==> src/rtl/core/wtf8u_pkg.sv <==
// Shared types, constants and helper functions for the WTF-8 to UTF-16 decoder.
`timescale 1ns / 1ps
`default_nettype none

package wtf8u_pkg;

    localparam int UNIT_W   = 16;
    localparam int CP_W     = 21;
    localparam int SLOT_NUM = 3;

    localparam logic [CP_W-1:0] CP_MAX      = 21'h10FFFF;
    localparam logic [CP_W-1:0] CP_SUPP     = 21'h010000;
    localparam logic [CP_W-1:0] CP_SURR_LO  = 21'h00D800;
    localparam logic [CP_W-1:0] CP_SURR_HI  = 21'h00DFFF;
    localparam logic [5:0]      HI_SURR_TAG = 6'b110110;
    localparam logic [5:0]      LO_SURR_TAG = 6'b110111;

    // Sequence class codes (selects overlong minimum).
    localparam logic [1:0] CLS_NONE = 2'd0;
    localparam logic [1:0] CLS_TWO  = 2'd1;
    localparam logic [1:0] CLS_THREE = 2'd2;
    localparam logic [1:0] CLS_FOUR = 2'd3;

    // Result kind codes.
    localparam logic KIND_UNIT = 1'b0;
    localparam logic KIND_END  = 1'b1;

    // Register index of the configuration space.
    localparam logic REG_STRICT = 1'b0;

    typedef struct packed {
        logic [UNIT_W-1:0] unit_value;
        logic              result_kind;
        logic              malformed;
    } result_t;

    typedef struct packed {
        logic [1:0]             count;
        result_t [SLOT_NUM-1:0] slot;
    } bundle_t;

    function automatic logic [CP_W-1:0] min_for_class(input logic [1:0] cls);
        logic [CP_W-1:0] m;
        unique case (cls)
            CLS_NONE:  m = 21'h000000;
            CLS_TWO:   m = 21'h000080;
            CLS_THREE: m = 21'h000800;
            CLS_FOUR:  m = 21'h010000;
            default:   m = 21'h000000;
        endcase
        return m;
    endfunction

endpackage

`default_nettype wire

==> src/rtl/core/wtf8u_decode.sv <==
// Byte decoder: sequence state registers and per-byte result bundle.
`timescale 1ns / 1ps
`default_nettype none

module wtf8u_decode
    import wtf8u_pkg::*;
(
    input  wire logic        clk,
    input  wire logic        rst_n,
    input  wire logic        strict_utf8,
    input  wire logic [7:0]  byte_value,
    input  wire logic        last_byte,
    input  wire logic        consume,
    output bundle_t          bundle
);

    logic [CP_W-1:0] acc_reg, acc_next;
    logic [1:0]      rem_reg, rem_next;
    logic [1:0]      cls_reg, cls_next;
    logic            err_reg, err_next;

    logic [CP_W-1:0] acc_shift;
    logic [1:0]      rem_dec;
    logic [CP_W-1:0] cp;
    logic [CP_W-1:0] cp_off;
    logic            emit;
    logic            bad;
    logic            end_err;
    result_t [SLOT_NUM-1:0] slots;
    logic [1:0]      n;

    always_comb
    begin
        acc_next  = acc_reg;
        rem_next  = rem_reg;
        cls_next  = cls_reg;
        err_next  = err_reg;
        emit      = 1'b0;
        cp        = {13'd0, byte_value};
        bad       = 1'b0;
        acc_shift = {acc_reg[CP_W-7:0], byte_value[5:0]};
        rem_dec   = rem_reg - 2'd1;

        if (!err_reg)
        begin
            if (rem_reg == 2'd0)
            begin
                priority if (byte_value[7] == 1'b0)
                begin
                    emit = 1'b1;
                end
                else if (byte_value[7:5] == 3'b110)
                begin
                    acc_next = {16'd0, byte_value[4:0]};
                    rem_next = 2'd1;
                    cls_next = CLS_TWO;
                end
                else if (byte_value[7:4] == 4'b1110)
                begin
                    acc_next = {17'd0, byte_value[3:0]};
                    rem_next = 2'd2;
                    cls_next = CLS_THREE;
                end
                else if (byte_value[7:3] == 5'b11110)
                begin
                    acc_next = {18'd0, byte_value[2:0]};
                    rem_next = 2'd3;
                    cls_next = CLS_FOUR;
                end
                else
                begin
                    bad = 1'b1;
                end
            end
            else if (byte_value[7:6] != 2'b10)
            begin
                bad = 1'b1;
            end
            else
            begin
                acc_next = acc_shift;
                rem_next = rem_dec;
                if (rem_dec == 2'd0)
                begin
                    cp = acc_shift;
                    if (acc_shift < min_for_class(cls_reg) || acc_shift > CP_MAX)
                        bad = 1'b1;
                    if (strict_utf8 && acc_shift >= CP_SURR_LO && acc_shift <= CP_SURR_HI)
                        bad = 1'b1;
                    if (!bad)
                    begin
                        emit     = 1'b1;
                        acc_next = '0;
                        cls_next = CLS_NONE;
                    end
                end
            end
            if (bad)
            begin
                err_next = 1'b1;
                rem_next = 2'd0;
                acc_next = '0;
                cls_next = CLS_NONE;
            end
        end

        // End of string: cut-short sequence is an error, then start afresh.
        end_err = err_next | (rem_next != 2'd0);
        if (last_byte)
        begin
            acc_next = '0;
            rem_next = 2'd0;
            cls_next = CLS_NONE;
            err_next = 1'b0;
        end
    end

    // Pack units and the end report into consecutive slots.
    always_comb
    begin
        cp_off = cp - CP_SUPP;
        slots  = '0;
        n      = 2'd0;
        if (emit)
        begin
            if (cp >= CP_SUPP)
            begin
                slots[0] = '{unit_value: {HI_SURR_TAG, cp_off[19:10]},
                             result_kind: KIND_UNIT, malformed: 1'b0};
                slots[1] = '{unit_value: {LO_SURR_TAG, cp_off[9:0]},
                             result_kind: KIND_UNIT, malformed: 1'b0};
                n = 2'd2;
            end
            else
            begin
                slots[0] = '{unit_value: cp[UNIT_W-1:0],
                             result_kind: KIND_UNIT, malformed: 1'b0};
                n = 2'd1;
            end
        end
        if (last_byte)
        begin
            slots[n] = '{unit_value: '0, result_kind: KIND_END, malformed: end_err};
            n = n + 2'd1;
        end
        bundle.count = n;
        bundle.slot  = slots;
    end

    always_ff @(posedge clk or negedge rst_n)
    begin
        if (!rst_n)
        begin
            acc_reg <= '0;
            rem_reg <= 2'd0;
            cls_reg <= CLS_NONE;
            err_reg <= 1'b0;
        end
        else if (consume)
        begin
            acc_reg <= acc_next;
            rem_reg <= rem_next;
            cls_reg <= cls_next;
            err_reg <= err_next;
        end
    end

    // An error always drops any partial sequence.
    assert property (@(posedge clk) disable iff (!rst_n) err_reg |-> (rem_reg == 2'd0))
        else $error("pending continuation bytes while error is set");
    assert property (@(posedge clk) disable iff (!rst_n)
        (rem_reg == 2'd0) |-> (cls_reg == CLS_NONE))
        else $error("sequence class left over with no sequence open");
    assert property (@(posedge clk) disable iff (!rst_n)
        (consume && last_byte) |=> (rem_reg == 2'd0 && !err_reg && acc_reg == '0))
        else $error("state not cleared after end of string");

endmodule

`default_nettype wire

==> src/rtl/core/wtf8u_serializer.sv <==
// Result register: holds one bundle and sends its results one beat at a time.
`timescale 1ns / 1ps
`default_nettype none

module wtf8u_serializer
    import wtf8u_pkg::*;
(
    input  wire logic         clk,
    input  wire logic         rst_n,
    input  wire logic         load,
    input  wire bundle_t      bundle,
    output logic              load_ok,
    output logic              m_axis_tvalid,
    input  wire logic         m_axis_tready,
    output logic [15:0]       m_axis_tdata,  // unit_value[15:0]
    output logic [1:0]        m_axis_tuser,  // [0] result_kind, [1] malformed
    output logic              m_axis_tlast
);

    logic        valid_reg;
    bundle_t     bundle_reg;
    logic [1:0]  idx_reg;
    logic        at_tail;
    result_t     cur;

    assign at_tail = (idx_reg == bundle_reg.count - 2'd1);
    assign load_ok = !valid_reg || (m_axis_tready && at_tail);
    assign cur     = bundle_reg.slot[idx_reg];

    assign m_axis_tvalid = valid_reg;
    assign m_axis_tdata  = cur.unit_value;
    assign m_axis_tuser  = {cur.malformed, cur.result_kind};
    assign m_axis_tlast  = at_tail;

    always_ff @(posedge clk or negedge rst_n)
    begin
        if (!rst_n)
        begin
            valid_reg <= 1'b0;
            idx_reg   <= 2'd0;
        end
        else if (load_ok)
        begin
            valid_reg <= load;
            idx_reg   <= 2'd0;
        end
        else if (m_axis_tready)
        begin
            idx_reg <= idx_reg + 2'd1;
        end
    end

    always_ff @(posedge clk)
    begin
        if (load_ok && load)
            bundle_reg <= bundle;
    end

    assert property (@(posedge clk) disable iff (!rst_n)
        valid_reg |-> (bundle_reg.count != 2'd0 && idx_reg < bundle_reg.count))
        else $error("slot index outside held bundle");
    assert property (@(posedge clk) disable iff (!rst_n)
        (valid_reg && cur.result_kind == KIND_END) |-> at_tail)
        else $error("end report is not the last result of its beat");
    assert property (@(posedge clk) disable iff (!rst_n)
        (valid_reg && !m_axis_tready) |=> (valid_reg && $stable(idx_reg)))
        else $error("stalled result moved");

endmodule

`default_nettype wire

==> src/rtl/core/wtf8_to_utf16_decoder_unit.sv <==
// Top level of the WTF-8 to UTF-16 decoder: input register, decoder, result stage, APB.
`timescale 1ns / 1ps
`default_nettype none

// WTF-8 to UTF-16 decoder. Bytes enter on s_axis, one per beat, with tlast on the final
// byte of a string. Each completed code point leaves on m_axis as one UTF-16 unit, or as
// a high then a low surrogate above U+FFFF; the final byte of a string also produces an
// end report (tuser[0]=1) whose tuser[1] flags a malformed string. m_axis tlast marks
// the last result caused by one input byte. After the first error in a string no more
// units come out until its end report. Each byte is held in the input register and is
// decoded in one pass into a bundle of zero to three results; the result register sends
// one result per cycle while m_axis_tready is high, so plain text runs at one byte per
// cycle unless stalled. Register 0 (address 0x0, bit 0) is strict_utf8: when set,
// encoded surrogates U+D800..U+DFFF count as malformed. Write it only while idle.

module wtf8_to_utf16_decoder_unit
    import wtf8u_pkg::*;
(
    input  wire logic        clk,
    input  wire logic        rst_n,
    // configuration
    input  wire logic        psel,
    input  wire logic        penable,
    input  wire logic        pwrite,
    input  wire logic [2:0]  paddr,
    input  wire logic [31:0] pwdata,
    output logic [31:0]      prdata,
    output logic             pready,
    // byte input
    input  wire logic        s_axis_tvalid,
    output logic             s_axis_tready,
    input  wire logic [7:0]  s_axis_tdata,   // byte_value[7:0]
    input  wire logic        s_axis_tlast,   // last_byte
    // result output
    output logic             m_axis_tvalid,
    input  wire logic        m_axis_tready,
    output logic [15:0]      m_axis_tdata,   // unit_value[15:0]
    output logic [1:0]       m_axis_tuser,   // [0] result_kind, [1] malformed
    output logic             m_axis_tlast    // run_last
);

    logic        strict_reg;
    logic        in_valid_reg;
    logic [7:0]  in_byte_reg;
    logic        in_last_reg;
    logic        consume;
    logic        load_ok;
    bundle_t     bundle;

    // APB: always ready; one register at index 0, higher index reads zero.
    assign pready = 1'b1;
    assign prdata = (paddr[2] == REG_STRICT) ? {31'd0, strict_reg} : 32'd0;

    always_ff @(posedge clk or negedge rst_n)
    begin
        if (!rst_n)
            strict_reg <= 1'b0;
        else if (psel && penable && pwrite && pready && paddr[2] == REG_STRICT)
            strict_reg <= pwdata[0];
    end

    // Byte leaves the input register when its bundle is empty or the result stage frees.
    assign consume       = in_valid_reg && (bundle.count == 2'd0 || load_ok);
    assign s_axis_tready = !in_valid_reg || consume;

    always_ff @(posedge clk or negedge rst_n)
    begin
        if (!rst_n)
            in_valid_reg <= 1'b0;
        else if (s_axis_tready)
            in_valid_reg <= s_axis_tvalid;
    end

    always_ff @(posedge clk)
    begin
        if (s_axis_tready && s_axis_tvalid)
        begin
            in_byte_reg <= s_axis_tdata;
            in_last_reg <= s_axis_tlast;
        end
    end

    wtf8u_decode u_decode (
        .clk         (clk),
        .rst_n       (rst_n),
        .strict_utf8 (strict_reg),
        .byte_value  (in_byte_reg),
        .last_byte   (in_last_reg),
        .consume     (consume),
        .bundle      (bundle)
    );

    wtf8u_serializer u_serializer (
        .clk           (clk),
        .rst_n         (rst_n),
        .load          (consume && bundle.count != 2'd0),
        .bundle        (bundle),
        .load_ok       (load_ok),
        .m_axis_tvalid (m_axis_tvalid),
        .m_axis_tready (m_axis_tready),
        .m_axis_tdata  (m_axis_tdata),
        .m_axis_tuser  (m_axis_tuser),
        .m_axis_tlast  (m_axis_tlast)
    );

endmodule

`default_nettype wire

==> config.mk <==
export PLATFORM = sky130hd
export DESIGN_NAME = wtf8_to_utf16_decoder_unit
export DESIGN_NICKNAME = d
export VERILOG_FILES = /design/src/rtl/core/wtf8u_pkg.sv /design/src/rtl/core/wtf8u_decode.sv /design/src/rtl/core/wtf8u_serializer.sv /design/src/rtl/core/wtf8_to_utf16_decoder_unit.sv
export SDC_FILE = /design/constraint.sdc
export NUM_CORES = 1
export LEC_CHECK = 0
export BUFFER_PORTS_ARGS = -buffer_cell sky130_fd_sc_hd__buf_4
export CELL_PAD_IN_SITES_DETAIL_PLACEMENT = 1
export CELL_PAD_IN_SITES_GLOBAL_PLACEMENT = 1
export CORE_UTILIZATION = 44
export DETAILED_ROUTE_END_ITERATION = 8
export MAX_ROUTING_LAYER = met4
export PLACE_DENSITY_LB_ADDON = 0.1
export SLEW_MARGIN = 20
export SYNTH_ARGS = -nofsm -noshare
export SYNTH_HDL_FRONTEND = slang
export SYNTH_SLANG_ARGS = --single-unit
==> constraint.sdc <==
create_clock -name clk -period 11 [get_ports clk]
set_clock_uncertainty 0.15 [all_clocks]
set_input_delay 0.55 -clock clk [delete_from_list [all_inputs] [get_ports clk]]
set_output_delay 0.55 -clock clk [all_outputs]
set_load 0.005 [all_outputs]
==> Yosys cells after proc, flatten, opt, wreduce, memory -nomap -nowiden <==
Index checks and enable logic that the tools add are counted.
{ "word_totals": {"reg_bits": 90, "latch_bits": 0, "mem_bits_rw": 0, "romBits": 0, "wordCells": 153, "mem_count": 0} }
{ "op_classes": {"add_sub_neg": 5, "n_mul": 0, "div_mod_pow": 0, "n_lt_le_gt_ge": 8, "n_eq_ne": 13, "n_shift": 0, "mux": 78, "bitwise_logic": 2, "reduce_logical": 27} }
{ "ops": {"columns": ["op", "n"], "rows": [
  ["$mux W21", 8],
  ["$mux W15", 11],
  ["$pmux W21 S4", 1],
  ["$mux W18", 4],
  ["$mux W36", 2],
  ["$bwmux W54", 1],
  ["$mux W2", 25],
  ["$bmux W18 S2", 1],
  ["$demux W18 S2", 1],
  ["$mux W1", 24],
  ["$ge A21 B16 Y1 const B", 1],
  ["$ge A21 B17 Y1 const B", 1],
  ["$gt A21 B21 Y1 const B", 1],
  ["$le A21 B16 Y1 const B", 1],
  ["$lt A21 B21 Y1", 1],
  ["$sub A20 B17 Y20 const B", 1],
  ["$logic_and A1 B1 Y1", 11],
  ["$logic_not A2 Y1", 4],
  ["$ne A4 B3 Y1 const B", 2],
  ["$reduce_and A7 Y1", 1],
  ["$lt A2 B3 Y1 const B", 2],
  ["$ne A6 B6 Y1 const B", 1],
  ["$reduce_bool A2 Y1", 3],
  ["$eq A5 B5 Y1 const B", 1],
  ["16 further kinds", 24]
]} }

==> Depth between registers and ports, before layout <==
{ "depth": {"depth_word": 27, "mapped_depth": 21} }

==> Hierarchy <==
Synthesis repeated with hierarchy kept, for this count alone.
{ "unflattened": {"cells_unflattened": 430, "area_unflattened_um2": 4838.4} }
{ "modules_own_cells": {"columns": ["mod", "n_inst", "cells_each", "area_per_inst_um2", "seq_area_each_um2"], "rows": [
  ["wtf8u_serializer", 1, 141, 2263.4, 1756.7],
  ["wtf8u_decode", 1, 235, 1933.1, 500.5],
  ["wtf8_to_utf16_decoder_unit", 1, 54, 641.9, 320.3]
]} }

==> Least setup slack after synthesis <==
No wires, ideal clock.
{ "synth_path": {"kind": "reg-to-reg", "from": "register u_decode.rem_reg[0]", "to": "register u_serializer.bundle_reg[0] (netlist bit), enable pin", "setup_ns": 0.427, "t_arrival_ns": 4.540, "required_time_ns": 10.423, "path_slack_ns": 5.882, "stages_incl_launch_ff": 16, "period_less_slack_ns": 5.118, "path_cell_list": "dfrtp_1 > inv_1 > ha_1 > and4bb_2 > and2_1 > clkbuf_1 > clkbuf_1 > nand2_1 > ha_1 > and4_1 > a32o_1 > buf_4 > nor2_1 > ha_1 > o21ai_1 > nor2_1"} }
{ "synth_lines": {"columns": ["element", "line", "rtl"], "rows": [
  ["from (decl)", "wtf8u_decode.sv:18", "logic [1:0] rem_reg, rem_next;"],
  ["from (signal assigned)", "wtf8u_decode.sv:162", "rem_reg <= rem_next;"],
  ["to (signal assigned)", "wtf8u_serializer.sv:56", "bundle_reg <= bundle;"],
  ["to (decl)", "wtf8u_serializer.sv:21", "bundle_t bundle_reg;"]
]} }

==> results_dict.tcl <==
set metrics [dict create \
    status "finished, final reports clean" \
    wire_per_inst_um 16.4 \
    critPathBufInv 3 \
    timing.rr.start "u_decode.rem_reg[0]$_DFFE_PN0N_" \
    fmax_mhz 191 \
    clkLatencyLatePin_ns 0.35 \
    diodes 0 \
    synthArstFlopShare_pct 36.2 \
    final_cell_mix "edfxtp_1, buf_4, nand2_1, conb_1, nor2_1" \
    crit_family "simple AND/OR/NAND/NOR gates" \
    hold_path_class "in2reg" \
    cts_root_buffer "clkbuf_8" \
    fin_setup_tns_ns 0 \
    period_needed_ns 5.23 \
    power.static_leakage_nw 1.77 \
    area_growth_pct 10.8 \
    start_util_pct 45.1 \
    dp_hpwl_mm 6.20 \
    finalNetCount 467 \
    fillCellCount 1005 \
    largest_reg_flops 35 \
    cts_htree_levels 3 \
    rsz0062_at_grt "no" \
    clock-sinks 69 \
    grt_use_total_pct 20.9 \
    crit_chain "inv_1 > ha_1 > and4bb_2 > and2_1 > nand2_1 > inv_1 > ha_1 > and4_1 > a32o_1 > nor2_1 > ha_1 > o21ai_1 > or2_2 > buf_4" \
    cts-hold-fix-buffers 1 \
    cp.required_ns 10.30 \
    yosys_register_bits 69 \
    clockBufferDepth 2 \
    synthesis.area_um2 3920 \
    grt_pass1_wl_mm 13.8 \
    routabilityCongestion 0.814 \
    die-area_um2 9280 \
    io_pins 105 \
    slew_viol_final 0 \
    synth_cells 375 \
    synth_warnings 0 \
    rows 34 \
    drv_cap 0 \
    startpoint "u_decode.rem_reg[0]$_DFFE_PN0N_" \
    grt_pass1_vias 2685 \
    cts_buffers 9 \
    drive_gt1_share_pct 16.4 \
    finalPower_mw 1.12 \
    layout.cells.non_filler 522 \
    fin_crit_sh_pct 47.6 \
    worstHoldStart "s_axis_tlast" \
    ff2ff_path_depth 17 \
    antenna_left 0 \
    slew_headroom_pct 35.0 \
    dp_cells 505 \
    vias 2832 \
    portBuffers 39 \
    whs_ns 0.220 \
    setup_viol 0 \
    powerDensity_nw_per_um2 259 \
    critical_path_class "reg2out" \
    final_common_cell "edfxtp_1" \
    cp_max_fo 19 \
    crit_path_end_kind "primary output" \
    synth-edff-count 44 \
    min_delay_path_depth 1 \
    ys.flop_type "edfxtp_1" \
    first_pass_iters 4 \
    ys_seq_area_share_pct 49.7 \
    grt-ovfl-total 0 \
    cpMostUsedCell "ha_1" \
    worstSetupStartpointType "flop" \
    wl_mm 8.58 \
    synth.distinct_cells 62 \
    cts_tree "done" \
    clkTransAtPathRegs_ns 0.07 \
    grt_max_degree 36 \
    ctsResizeCount 0 \
    die_x_um 96.4 \
    fp.dieH_um 96.4 \
    fin_util_pct 50.0 \
    critPathSlowestCell "and2_1" \
    tightest_slew_ns 0.975 \
    coreArea_um2 8680 \
    vias_per_cell 5.43 \
    drc 0 \
    avgSynthCellArea_um2 10.4 \
    worst_ir_drop_vdd_mv 0.140 \
    critPathMaxStageDelay_ns 0.58 \
    drt-initial-drc-count 95 \
    hold_viol 0 \
    grt_antenna_before_repair 0 \
    crit_cells 14 \
    worst_ep_arrival_time_ns 4.53 \
    post_cts_buffers 0 \
]
==> worst register-to-register path: stages (launching register included) <==
cell and delay (ns):
dfrtp_1 0.41, inv_1 0.08, ha_1 0.36, and4bb_2 0.43, and2_1 0.58, nand2_1 0.16
inv_1 0.09, ha_1 0.13, and4_1 0.20, a32o_1 0.47, nor2_1 0.16, ha_1 0.43
nor2b_1 0.32, o21ai_0 0.23, o32ai_4 0.29, a31oi_4 0.15, nand2_1 0.20, o21ai_1 0.09
==> cell families (layout without fill, tap and decap cells) <==
group	Yosys count	after routing	share of synthesized area (%)
buffers and inverters	59	68	9.49
adders and majority gates	7	7	2.24
muxes	15	15	3.86
AOI/OAI and AO/OA	87	87	16.5
and+or+nand+nor	134	134	17.6
DFF	69	69	49.7
xor gates and xnor gates	2	2	0.447
other	2	32	0.192
==> path summary, 6_finish.rpt <==
| check | to | slack (ns) |
|---|---|---|
| setup / recovery | s_axis_tready | 5.77 |
| hold / removal | in_last_reg$_DFFE_PP_ | 0.22 |
| setup reg to reg | u_decode.acc_reg[1]$_DFFE_PN0P_ | 5.92 |
| hold reg to reg | u_serializer.idx_reg[0]$_DFFE_PN0P_ | 0.41 |
| max in group asynchronous | u_decode.acc_reg[13]$_DFFE_PN0P_ | 9.93 |
| min in group asynchronous | u_serializer.m_axis_tvalid$_DFFE_PN0P_ | 0.50 |
==> cell type report <==
class | instances | area, um2 | share of cell area [%]
well taps | 108 | 135 | 3.11
clock inverters | 3 | 38.8 | 0.894
clock buffers | 13 | 149 | 3.43
repair buffers | 42 | 318 | 7.32
multi-input cells | 277 | 1710 | 39.5
flip-flops and latches | 69 | 1950 | 44.9
inverters | 10 | 37.5 | 0.865
==> per-stage QoR <==
step | worst slack, ns | cell area, um2
CTS | 5.74 | 4340
floorplan | 5.88 | 4030
global route | 5.39 | 4340
detailed placement | 5.94 | 4140
finish | 5.77 | 4340
global placement | 6.11 | 4140
==> power by group <==
group / switching (mW) / internal (mW) / total [mW]
Sequential: 0.0789 / 0.361 / 0.440
Clock: 0.0945 / 0.110 / 0.205
Combinational: 0.272 / 0.206 / 0.478
Total: 0.446 / 0.677 / 1.12
==> per-layer routing <==
layer	share of wire (%)	up-vias	global-route usage (%)
li1	-	1369	-
met1	47	1388	27.8
met2	48	64	32.6
met3	3.9	11	3.16
met4	1.6	0	7.72
met5	0	-	-
==> synth_stat cells (all sizes together) (4+ instances only) <==
| cell type | n | area, um2 |
|---|---|---|
| buf | 39 | 297 |
| clkbuf | 10 | 37.5 |
| ha | 7 | 87.6 |
| nor2 | 31 | 124 |
| and3 | 5 | 31.3 |
| nand2b | 11 | 68.8 |
| inv | 9 | 33.8 |
| edfxtp | 44 | 1320 |
| nand2 | 39 | 146 |
| a21oi | 25 | 125 |
| nor3 | 4 | 20.0 |
| dfrtp | 25 | 626 |
| nor2b | 6 | 37.5 |
| o21ai | 18 | 90.1 |
| nand3 | 8 | 40.0 |
| a22o | 14 | 123 |
| and2 | 11 | 68.8 |
| mux2i | 14 | 140 |
| a211oi | 5 | 42.5 |
No activity file was read; power rests on OpenSTA's default activity.
